$ cat config.mk
export PLATFORM = sky130hd
export DESIGN_NAME = relay_iron_temperature_controller
export DESIGN_NICKNAME = d
export VERILOG_FILES = /design/src/rtl/rit_pkg.sv /design/src/rtl/relay_iron_temperature_controller.sv
export SDC_FILE = /design/constraint.sdc
export NUM_CORES = 1
export LEC_CHECK = 0
export BUFFER_PORTS_ARGS = -buffer_cell sky130_fd_sc_hd__buf_2
export CORE_MARGIN = 4
export CORE_UTILIZATION = 66
export CTS_BUF_LIST = sky130_fd_sc_hd__clkbuf_2 sky130_fd_sc_hd__clkbuf_4 sky130_fd_sc_hd__clkbuf_8
export CTS_CLUSTER_DIAMETER = 30
export DETAILED_ROUTE_END_ITERATION = 10
export HOLD_SLACK_MARGIN = 0.02
export PLACE_DENSITY = 0.87
export SYNTH_ARGS = -nofsm -noshare
export SYNTH_HDL_FRONTEND = slang
export SYNTH_SLANG_ARGS = --single-unit
$ cat constraint.sdc
create_clock -name clk -period 16 [get_ports clk]
set_input_delay 4 -clock clk [delete_from_list [all_inputs] [get_ports clk]]
set_output_delay 4 -clock clk [all_outputs]
set_load 0.03 [all_outputs]
$ cat src/rtl/rit_pkg.sv
`timescale 1ns / 1ps

package rit_pkg;

	localparam int ADC_W  = 10;
	localparam int TEMP_W = 12;
	localparam int CFG_W  = 10;
	localparam int CNT_W  = 14;
	localparam int CONV_W = 28;

	localparam logic [CONV_W-1:0] GAIN_Q16 = 28'd171703;
	localparam logic [CONV_W-1:0] OFFS_Q16 = 28'd7201758;

	localparam logic [TEMP_W-1:0] TEMP_MAX = 12'd2570;

	localparam logic [CFG_W-1:0] TARGET_RST = 10'd185;
	localparam logic [CFG_W-1:0] NEAR_RST   = 10'd170;

	typedef enum logic [0:0] {
		REG_TARGET_TEMP = 1'b0,
		REG_NEAR_TEMP   = 1'b1
	} reg_idx_t;

endpackage

$ cat src/rtl/relay_iron_temperature_controller.sv
// channel  | direction | tdata fields (lsb first)
// s_*      | in        | adc_reading[9:0], key_pressed[10], zero[15:11]
// m_*      | out       | relay_on[0], activity_led[1], lock_led[2], stopped[3],
//          |           | temperature[15:4]
// cfg_*    | in        | write only, index 0 target_temp, 1 near_temp
//
// One item per cycle sustained while the output is not stalled.
// Stage one holds the item, stage two the converted reading, and the
// controller state is updated as the result register loads.
// Reset clears valid flags and controller state but sets stopped; cfg reloads.
// A stalled output holds its stages; s_tready falls once all are full.
`timescale 1ns / 1ps

module relay_iron_temperature_controller #(
	parameter int TICKS_PER_SECOND = 100
) (
	input  logic                      clk,
	input  logic                      arst_n,
	input  logic                      s_tvalid,
	output logic                      s_tready,
	input  logic [15:0]               s_tdata,   // adc_reading, key_pressed
	output logic                      m_tvalid,
	input  logic                      m_tready,
	output logic [15:0]               m_tdata,   // relay_on, activity_led, lock_led,
	                                             // stopped, temperature
	input  logic                      cfg_wr_en,
	input  logic [0:0]                cfg_index,
	input  logic [rit_pkg::CFG_W-1:0] cfg_data
);
	import rit_pkg::*;

	localparam int K9 = (9 * TICKS_PER_SECOND) / 15;
	localparam int K6 = (6 * TICKS_PER_SECOND) / 15;
	localparam int KW = $clog2(K9 + 1);
	localparam int SW = 13 + KW + 2;

	localparam logic [CNT_W-1:0] QTR_H  = CNT_W'(TICKS_PER_SECOND / 4);
	localparam logic [CNT_W-1:0] HALF_H = CNT_W'(TICKS_PER_SECOND / 2);
	localparam logic [CNT_W-1:0] FIVE_H = CNT_W'(5 * TICKS_PER_SECOND);
	localparam logic [CNT_W-1:0] TEN_H  = CNT_W'(10 * TICKS_PER_SECOND);
	localparam logic [CNT_W-1:0] CNT_MAX = '1;

	logic [CFG_W-1:0]  target_q, near_q;

	logic              v_s1, v_s2;
	logic [ADC_W-1:0]  adc_s1;
	logic              key_s1, key_s2;
	logic [TEMP_W-1:0] conv_s2;

	logic              rdy_out, rdy_s2, rdy_s1, adv_out;

	logic [TEMP_W-1:0] iron_q;
	logic              stop_q, relay_q, lock_q, act_q;
	logic [CNT_W-1:0]  sw_cnt_q, ms_cnt_q;
	logic              out_v_q;

	logic [CONV_W-1:0] prod_c, diff_c;
	logic [TEMP_W-1:0] conv_c;

	logic [CNT_W-1:0]  sw_inc, ms_inc, sw_nx, ms_nx;
	logic              measure;
	logic [TEMP_W-1:0] temp_nx;
	logic signed [SW-1:0] diff_pt, kmul, prod_pt, raw;
	logic [CNT_W-1:0]  clamped, period;
	logic              relay_k, act_k, stop_nx;
	logic              relay_nx, act_nx, lock_nx;

	always_ff @(posedge clk or negedge arst_n) begin
		if (!arst_n) begin
			target_q <= TARGET_RST;
			near_q   <= NEAR_RST;
		end else if (cfg_wr_en) begin
			unique case (reg_idx_t'(cfg_index))
				REG_TARGET_TEMP: target_q <= cfg_data;
				REG_NEAR_TEMP:   near_q   <= cfg_data;
				default: ;
			endcase
		end
	end

	assign rdy_out  = !out_v_q || m_tready;
	assign rdy_s2   = !v_s2 || rdy_out;
	assign rdy_s1   = !v_s1 || rdy_s2;
	assign s_tready = rdy_s1;
	assign adv_out  = v_s2 && rdy_out;

	always_ff @(posedge clk or negedge arst_n) begin
		if (!arst_n) begin
			v_s1    <= 1'b0;
			v_s2    <= 1'b0;
			out_v_q <= 1'b0;
		end else begin
			if (rdy_s1)  v_s1    <= s_tvalid;
			if (rdy_s2)  v_s2    <= v_s1;
			if (rdy_out) out_v_q <= v_s2;
		end
	end

	always_ff @(posedge clk) begin
		if (rdy_s1 && s_tvalid) begin
			adc_s1 <= s_tdata[ADC_W-1:0];
			key_s1 <= s_tdata[ADC_W];
		end
		if (rdy_s2 && v_s1) begin
			conv_s2 <= conv_c;
			key_s2  <= key_s1;
		end
	end

	// reading to degrees, Q16 gain and offset
	always_comb begin
		prod_c = CONV_W'(adc_s1) * GAIN_Q16;
		diff_c = prod_c - OFFS_Q16;
		conv_c = (prod_c > OFFS_Q16) ? diff_c[CONV_W-1:16] : '0;
	end

	always_comb begin
		sw_inc = (sw_cnt_q == CNT_MAX) ? sw_cnt_q : sw_cnt_q + 1'b1;
		ms_inc = (ms_cnt_q == CNT_MAX) ? ms_cnt_q : ms_cnt_q + 1'b1;

		measure = !relay_q && (ms_inc > QTR_H);
		temp_nx = measure ? conv_s2 : iron_q;
		ms_nx   = measure ? '0 : ms_inc;

		diff_pt = $signed(SW'(target_q)) - $signed(SW'(temp_nx));
		kmul    = relay_q ? $signed(SW'(K6)) : $signed(SW'(K9));
		prod_pt = diff_pt * kmul;
		raw     = relay_q ? prod_pt : $signed(SW'(TEN_H)) - prod_pt;

		if (raw[SW-1])
			clamped = '0;
		else if (raw > $signed(SW'(TEN_H)))
			clamped = TEN_H;
		else
			clamped = raw[CNT_W-1:0];

		if (!relay_q)
			period = (temp_nx > TEMP_W'(near_q)) ? clamped : HALF_H;
		else
			period = (temp_nx < TEMP_W'(near_q)) ? FIVE_H : clamped;
		if (temp_nx > TEMP_W'(target_q))
			period = '0;

		relay_k = key_s2 ? 1'b0 : relay_q;
		act_k   = key_s2 ? 1'b0 : act_q;
		stop_nx = stop_q ^ key_s2;
		if (stop_nx)
			period = QTR_H;

		relay_nx = relay_k;
		act_nx   = act_k;
		lock_nx  = lock_q;
		sw_nx    = sw_inc;
		if (sw_inc > period) begin
			sw_nx = '0;
			if (period == '0 || stop_nx) begin
				relay_nx = 1'b0;
				if (stop_nx)
					lock_nx = !lock_q;
				else
					act_nx = 1'b0;
			end else begin
				relay_nx = !relay_k;
				act_nx   = !relay_k;
			end
		end
	end

	always_ff @(posedge clk or negedge arst_n) begin
		if (!arst_n) begin
			iron_q   <= '0;
			stop_q   <= 1'b1;
			relay_q  <= 1'b0;
			lock_q   <= 1'b0;
			act_q    <= 1'b0;
			sw_cnt_q <= '0;
			ms_cnt_q <= '0;
		end else if (adv_out) begin
			iron_q   <= temp_nx;
			stop_q   <= stop_nx;
			relay_q  <= relay_nx;
			lock_q   <= lock_nx;
			act_q    <= act_nx;
			sw_cnt_q <= sw_nx;
			ms_cnt_q <= ms_nx;
		end
	end

	assign m_tvalid = out_v_q;
	assign m_tdata  = {iron_q, stop_q, lock_q, act_q, relay_q};

endmodule

# After elaboration in Yosys (flattened, before gate mapping)
# Cells that the tools add are included.
# W data, S select, Z words.
# word_totals
register_bits	91
input_bits	32
out_inout_bits	18
word_cells	73
# classes
addsub	5
n_mul	2
n_lt_le_gt_ge	7
n_eq_ne	2
muxes	21
bitwise_logic	2
n_reduce_logical	18
# ops
op	count
$mux W14	11
$add A14 B1 Y14 const B	2
$eq A14 B14 Y1 const B	2
$gt A28 B23 Y1 const B	1
$mul A10 B18 Y28 const B	1
$sub A28 B23 Y28 const B	1
$gt A12 B10 Y1	2
$gt A21 B11 Y1 const B	1
$mux W21	1
$sub A11 B20 Y21 const A	1
$mul A13 B7 Y20	1
$gt A14 B14 Y1	1
$gt A14 B5 Y1 const B	1
$logic_not A14 Y1	1
$sub A10 B12 Y13	1
$lt A12 B10 Y1	1
$mux W12	1
$mux W1	7
$logic_not A1 Y1	6
$mux W5	1
$logic_and A1 B1 Y1	4
$logic_or A1 B1 Y1	4
$reduce_and A2 Y1	2
$reduce_and A4 Y1	1
2 further kinds	2

# Logic depth before layout (Yosys ltp)
# Gate-level depths: netlist of run 1.
# depth
word_depth	20
depth_mapped	56
depth_no_buf	54

# Worst setup path after synthesis of run 1
# No wires, ideal clock.
# synth_timing
kind	reg2reg
from	reg ms_cnt_q[0]
to	reg relay_q
setup_time_ns	0.068
t_arrival_ns	11.865
required_time_ns	15.932
setup_slack_ns	4.067
path_stages_with_launch	52
path_buffers	2
synth_period_minus_slack_ns	11.933
path_cell_list	dfrtp_1 > ha_1 > nand4_4 > or4_4 > mux2i_1 > nand4b_2 > o31ai_4 > buf_6 > clkbuf_1 > mux2_2 > ha_1 > inv_1 > fa_1 > nand2_1 > nor2_1 > and4_1 > a2111o_1 > o31ai_4 > (+16 left out) > or3_1 > a211o_1 > a211oi_1 > nor3b_1 > and3_1 > a211oi_1 > or2_2 > ha_1 > nand4_1 > nor2_1 > nor2_1 > nand2_1 > a21oi_1 > a21oi_1 > nand2_1 > or4_1 > a31o_1 > nand3_1
# synth_via
elab_chain_len	20
word_cells_on_any_way	26
cone_classes	add/sub: 3; mul: 1; order compare: 6; eq/ne: 1; mux: 12; reduce/logical: 3
# synth_rtl
element	line	source
from (decl)	relay_iron_temperature_controller.sv:54	logic [CNT_W-1:0] sw_cnt_q, ms_cnt_q;
from (signal assigned)	relay_iron_temperature_controller.sv:185	ms_cnt_q <= ms_nx;
$add A14 B1 Y14 or $eq A14 B14 Y1 (tied branches)	relay_iron_temperature_controller.sv:119	ms_inc = (ms_cnt_q == CNT_MAX) ? ms_cnt_q : ms_cnt_q + 1'b1;
$mux W14 *	relay_iron_temperature_controller.sv:119	
$gt A14 B5 Y1 *	relay_iron_temperature_controller.sv:121	measure = !relay_q && (ms_inc > QTR_H);
$logic_and A1 B1 Y1 *	relay_iron_temperature_controller.sv:121	
$mux W12 *	relay_iron_temperature_controller.sv:122	temp_nx = measure ? conv_s2 : iron_q;
net temp_nx[0]	relay_iron_temperature_controller.sv:62	logic [TEMP_W-1:0] temp_nx;
$sub A10 B12 Y13	relay_iron_temperature_controller.sv:125	diff_pt = $signed(SW'(target_q)) - $signed(SW'(temp_nx));
$mul A13 B7 Y20	relay_iron_temperature_controller.sv:127	prod_pt = diff_pt * kmul;
(+3 left out)	n/a	
$mux W14	relay_iron_temperature_controller.sv:132	else if (raw > $signed(SW'(TEN_H)))
$mux W14	relay_iron_temperature_controller.sv:130	if (raw[SW-1])
$mux W14, on equally long branches	relay_iron_temperature_controller.sv:138, relay_iron_temperature_controller.sv:140	
$mux W14	relay_iron_temperature_controller.sv:137	if (!relay_q)
$mux W14 *	relay_iron_temperature_controller.sv:141	if (temp_nx > TEMP_W'(target_q))
$mux W14 *	relay_iron_temperature_controller.sv:147	if (stop_nx)
parallel branches: the longest is 3 deep, another holds $gt A14 B14 Y1	n/a	
$mux W1 *	relay_iron_temperature_controller.sv:154	if (sw_inc > period) begin
to (signal assigned)	relay_iron_temperature_controller.sv:181	relay_q <= relay_nx;
to (decl)	relay_iron_temperature_controller.sv:53	logic stop_q, relay_q, lock_q, act_q;
# Mark *: on every way through the listed nets, which the timed path passes.
# A chain may end at the register's enable or synchronous reset.

# Worst setup path in the final report of run 1
# layout_timing
from	reg ms_cnt_q[0]
to	reg sw_cnt_q[3]
# layout_via
elab_chain_len	18
word_cells_on_any_way	23
cone_classes	add/sub: 3; mul: 1; order compare: 6; eq/ne: 1; mux: 11; reduce/logical: 1
# layout_rtl
element	line	source
$add A14 B1 Y14 or $eq A14 B14 Y1 (tied branches)	relay_iron_temperature_controller.sv:119	
$mux W14 *	relay_iron_temperature_controller.sv:119	
$gt A14 B5 Y1 *	relay_iron_temperature_controller.sv:121	
$logic_and A1 B1 Y1 *	relay_iron_temperature_controller.sv:121	
$mux W12 *	relay_iron_temperature_controller.sv:122	
net temp_nx[1]	relay_iron_temperature_controller.sv:62	
$sub A10 B12 Y13	relay_iron_temperature_controller.sv:125	
$mul A13 B7 Y20	relay_iron_temperature_controller.sv:127	
(+3 left out)	n/a	
$mux W14	relay_iron_temperature_controller.sv:132	
$mux W14	relay_iron_temperature_controller.sv:130	
$mux W14, on equally long branches	relay_iron_temperature_controller.sv:138, relay_iron_temperature_controller.sv:140	
$mux W14	relay_iron_temperature_controller.sv:137	
$mux W14 *	relay_iron_temperature_controller.sv:141	
$mux W14 *	relay_iron_temperature_controller.sv:147	
$gt A14 B14 Y1 *	relay_iron_temperature_controller.sv:154	
$mux W14 *	relay_iron_temperature_controller.sv:154	
to (signal assigned)	relay_iron_temperature_controller.sv:184	sw_cnt_q <= sw_nx;
to (decl)	relay_iron_temperature_controller.sv:54	
# The timed path passes the listed nets; every way through them passes the cells marked *.

==> results of run 1 <==
worst max-delay path: cells and delay by family, from the launching register on:
family                     cells  cell delay, ns
xor gates and xnor gates       1            0.15
and+or+nand+nor               16            3.45
AOI/OAI and AO/OA             21            5.38
muxes                          2            0.45
DFF                            1            0.47
adders and majority gates      7            2.62
buffers and inverters          4            0.65
flip-flops by register name (all words and copies together) (netlist names), 10 cells and up:
name / count
adc_s1: 10
near_q: 10
conv_s2: 12
ms_cnt_q: 14
target_q: 10
iron_q: 12
sw_cnt_q: 14
area by class of cell:
cell class	instances	share of cell area, %
multi-input cells	1052	70.3
flip-flops and latches	91	18.9
inverters	171	5.03
well taps	229	2.25
repair buffers	50	2.08
clock buffers	9	0.971
clock inverters	7	0.481
synth_stat cells (9+ instances only):
library cell	n
inv_1	170
ha_1	155
nand2_1	97
fa_1	85
nor2_1	81
o21ai_0	68
a21oi_1	64
dfrtp_1	57
xnor2_1	43
mux2_2	41
nand3_1	30
nor3_1	29
xor2_1	28
a21o_1	24
edfxtp_1	24
clkbuf_1	23
nand4_1	23
and2_1	22
nand2b_1	18
nor2b_1	18
a31oi_1	15
and3_1	12
a211oi_1	11
mux2i_1	11
dfstp_2	10
or4_1	9
layer usage:
metal	track usage (%)	wire, um
met5	0	8
met4	9.76	888
met3	3.26	943
met2	52.0	14500
met1	32.3	11000
worst max-delay path by stage:
stage	from	endpoint
after floorplan	ms_cnt_q[0]	relay_q
after global placement	ms_cnt_q[0]	sw_cnt_q[3]
after detailed placement	ms_cnt_q[0]	sw_cnt_q[3]
after CTS	ms_cnt_q[0]	sw_cnt_q[3]
after global routing	ms_cnt_q[0]	sw_cnt_q[3]
final	ms_cnt_q[0]	sw_cnt_q[3]
metrics by stage:
step,instances,util (%),area [um2],setup WS [ns],hold slack [ns]
final,1609,70.8,12800,2.71,0.445
after detailed placement,1593,69.7,12600,2.79,0.415
after global placement,1593,69.7,12600,3.15,0.407
after floorplan,1349,-,12200,4.07,0.400
after CTS,1609,70.8,12800,2.71,0.442
after global routing,1609,70.8,12800,1.50,0.454
cells by family after synthesis:
family          synth area share [%]
simple gates                    17.0
compound gates                  16.6
fa+ha+maj                       30.0
buf+inv                         6.57
flops                           19.8
xor+xnor                        5.11
mux                             4.92
other cells                   0.0308
==> impl_metrics.py, run 1 <==
metrics = {
    "status": {
        "outcome": "completed",
    },
    "timing": {
        "tns_ns": 0,
        "hold_viol": 0,
        "worst_pin_slew_ns": 1.06,
        "fin_skew_ns": 0.0262,
        "fmax_mhz": 75.2,
        "finalCritPeriodShare_pct": 83.1,
        "period_minus_slack_ns": 13.29,
        "rsz0062_at_grt": "false",
        "relSlewSlack_pct": 28.9,
        "drv_slew": 0,
        "setup_violations": 0,
    },
    "cells_and_area": {
        "multi_input_area_mm2": 0.00897,
        "syn2layout_area_growth_pct": 4.85,
        "final_common_cell": "inv_1",
        "final_nets": 1647,
        "regArea_mm2": 0.00241,
        "antenna_cells": 0,
        "num-fill-cells": 1362,
        "final_cell_mix": "170 x inv_1, 155 x ha_1, 97 x nand2_1",
        "drive_above_1_share_pct": 11.2,
    },
    "drt": {
        "drtIter0Drc": 558,
        "routedWlPerCell_um": 17.0,
        "dr.pass1.iters": 5,
        "drc": 0,
        "ant_nets": 0,
        "wirelength_um": 27300,
        "vias": 9836,
        "vias_per_cell": 6.11,
    },
    "synth": {
        "ys_seq_area_share_pct": 19.8,
        "synth_cell_type_count": 97,
        "synthArstFlopShare_pct": 73.6,
        "netlist_area_mm2": 0.0122,
        "synth_top_area_share_pct": 15.9,
        "yosysTopAreaCell": "ha_1",
        "ys_ff_latch": 91,
        "netlist_instances": 1346,
        "synth_edf_count": 24,
        "synth_ff_type": "dfrtp_1",
        "yosysWarnings": 0,
        "synth.area.top_cells": "ha_1 16%, fa_1 14%, dfrtp_1 12%",
        "avgSynthCellArea_um2": 9.04,
    },
    "clock_network": {
        "hold_buffers": 0,
        "numCtsBuffers": 9,
        "path_clk_slew_ns": 0.12,
        "postCtsResizedCells": 0,
        "htree_num_levels": 3,
        "cts.sinks": 91,
        "ctsRootBufferMaster": "clkbuf_8",
        "clock_latency_ns": 0.40,
        "post_cts_buffers": 0,
        "cts_max_path_buffers": 2,
        "tritoncts": "built",
    },
    "worst_setup_path": {
        "max_stage_delay_ns": 0.65,
        "cp_data_required_time_ns": 16.29,
        "r2r-start": "ms_cnt_q[0]",
        "crit_top_cell": "ha_1",
        "endpoint_kind": "register",
        "crit_path_top_delay_cell": "o31ai_4",
        "rr_worst_depth": 51,
        "crit_fanout": 17,
        "cp_data_arrival_time_ns": 13.58,
        "startpoint_type": "register",
        "crit_type": "reg2reg",
        "rrSetupSlack_ns": 2.71,
        "reg2reg_to": "sw_cnt_q[3]",
    },
    "placed_design": {
        "io_buffers": 44,
        "gp_congestion": 0.957,
        "dp_hpwl_um": 22200,
    },
    "grt": {
        "track_usage_pct": 27.7,
        "grt_overflow": 0,
        "antenna_found_initial": 1,
        "grt_pass1_vias": 9971,
        "grt_max_degree": 47,
        "grt_pass1_wl_um": 46500,
    },
    "job": {
        "maxCapViolCount": 0,
    },
    "hold_path": {
        "hp-class": "reg2reg",
        "min_from": "key_s1",
        "whs_path_depth": 0,
        "hold_end": "key_s2",
    },
    "die": {
        "row_count": 49,
        "initial_utilization_pct": 67.5,
        "design.core.area_mm2": 0.0180,
        "die_area_mm2": 0.0207,
        "die-height_um": 144,
        "pin_count": 50,
        "die_x_um": 144,
    },
}
Power of run 1 is not shown: default switching activity piles up to over one toggle a cycle in this logic, so the estimate is an artifact.
==> run 2, diff against run 1 <==
Settings changed: CORE_UTILIZATION 66 to 59, PLACE_DENSITY 0.87 to 0.83.
Clock period 16 ns to 11.5 ns, I/O delays scaled along.
==> run 2 against run 1 <==
Effect of this change:
- clock skew down 0.013 ns
- first-iteration DRC count grew 4.7%
- via count increased by 5.1%
==> impl_metrics.py, run 2 (same netlist as run 1, synthesis figures left out) <==
metrics = {
    "timing": {
        "setup_violations": 0,
        "period_minus_slack_ns": 11.26,
        "finalCritPeriodShare_pct": 97.9,
        "fmax_mhz": 88.8,
        "worst_pin_slew_ns": 1.02,
        "relSlewSlack_pct": 31.6,
        "drv_slew": 0,
        "hold_viol": 0,
        "rsz0062_at_grt": "true",
        "fin_skew_ns": 0.0133,
    },
    "worst_setup_path": {
        "crit_top_cell": "a21o_1",
        "cp_data_arrival_time_ns": 11.58,
        "crit_path_top_delay_cell": "or4_4",
        "cp_top_family": "compound AO/OA/AOI/OAI gates",
        "max_stage_delay_ns": 0.60,
        "crit_buf_inv": 4,
        "cp_data_required_time_ns": 11.83,
        "crit_type": "reg2reg",
        "endpoint_kind": "register",
        "startpoint_type": "register",
        "crit_fanout": 5,
    },
    "die": {
        "initial_utilization_pct": 60.1,
        "row_count": 52,
        "die_area_mm2": 0.0230,
        "die-height_um": 152,
        "pin_count": 50,
        "design.core.area_mm2": 0.0202,
        "die_x_um": 152,
    },
    "grt": {
        "grt_overflow": 0,
        "grt_pass1_vias": 10174,
        "track_usage_pct": 25.5,
        "antenna_found_initial": 2,
        "grt_max_degree": 68,
        "grt_pass1_wl_um": 47500,
    },
    "clock_network": {
        "hold_buffers": 0,
        "clock_latency_ns": 0.39,
        "htree_num_levels": 3,
        "tritoncts": "built",
        "cts_max_path_buffers": 2,
        "ctsRootBufferMaster": "clkbuf_8",
        "numCtsBuffers": 9,
        "cts.sinks": 91,
        "path_clk_slew_ns": 0.10,
    },
    "cells_and_area": {
        "drive_above_1_share_pct": 20.1,
        "num-fill-cells": 1555,
        "final_common_cell": "inv_1",
        "largest_registers": "ms_cnt_q (14), sw_cnt_q (14)",
        "regArea_mm2": 0.00241,
        "final_nets": 1699,
        "final_cell_mix": "164 x inv_1, 136 x ha_1, 91 x nand2_1",
        "multi_input_area_mm2": 0.00954,
        "syn2layout_area_growth_pct": 13.4,
        "fin_cells": 1703,
    },
    "drt": {
        "vias_per_cell": 6.07,
        "drc": 0,
        "routedWlPerCell_um": 17.7,
        "wirelength_um": 30100,
        "dr.pass1.iters": 5,
        "ant_nets": 0,
        "vias": 10334,
        "drtIter0Drc": 584,
    },
    "placed_design": {
        "dp_hpwl_um": 23200,
        "placed_cells": 1664,
        "io_buffers": 44,
        "gp_congestion": 0.936,
    },
    "status": {
        "outcome": "completed",
    },
    "hold_path": {
        "hp-class": "reg2reg",
    },
    "job": {
        "maxCapViolCount": 0,
    },
}
==> run 2: cell count changes in the layout (fill, tap and decap cells not counted), sizes merged <==
cell	previous run	this run
buf	50	102
diode	0	1
inv	173	174
clkinv	4	3
==> run 2: area by class of cell <==
class / instances / share of cell area, %
inverters: 171 / 4.67
multi-input cells: 1052 / 69.1
clock inverters: 7 / 0.508
well taps: 270 / 2.45
flip-flops and latches: 91 / 17.5
repair buffers: 102 / 4.86
clock buffers: 9 / 0.898
diodes: 1 / 0.0181
==> run 2: layer usage <==
layer	wire [um]	GRT usage [%]	vias up
li1	-	-	4897
met1	11700	29.8	5030
met2	15900	47.7	298
met3	1300	3.87	107
met4	1210	8.58	2
met5	11	0	-
==> run 2: final timing paths <==
check / end / startpoint / slack [ns] / cells past startpoint
max in group asynchronous: ms_cnt_q[1] / arst_n / 8.17 / 2
min reg2reg: key_s2 / key_s1 / 0.45 / 0
min: key_s2 / key_s1 / 0.45 / 0
max reg2reg: relay_q / ms_cnt_q[1] / 0.24 / 55
min in group asynchronous: target_q[6] / arst_n / 2.67 / 2
max: relay_q / ms_cnt_q[1] / 0.24 / 55
==> run 2: what timing repair did <==
item / CTS / global route
setup endpoints to repair: 11 / 17
gates resized for setup: 15 / 99
buffers inserted: 6 / 16
pin swaps: 7 / 59
==> run 2: stage by stage <==
| stage | TNS [ns] | worst slack (ns) | cell area [um2] | hold slack, ns | utilization (%) |
|---|---|---|---|---|---|
| 5_1_grt | -0.318 | -0.139 | 13800 | 0.454 | 68.2 |
| 4_1_cts | 0 | 0.0144 | 13200 | 0.442 | 65.1 |
| 6_report | 0 | 0.242 | 13800 | 0.448 | 68.2 |
| 2_1_floorplan | 0 | 0.0727 | 12200 | 0.400 | - |
| 3_3_place_gp | 0 | 0.0500 | 12900 | 0.402 | 63.6 |
| 3_5_place_dp | -1.05 | -0.256 | 12900 | 0.417 | 63.6 |
Power of run 2 is left out for the same reason.
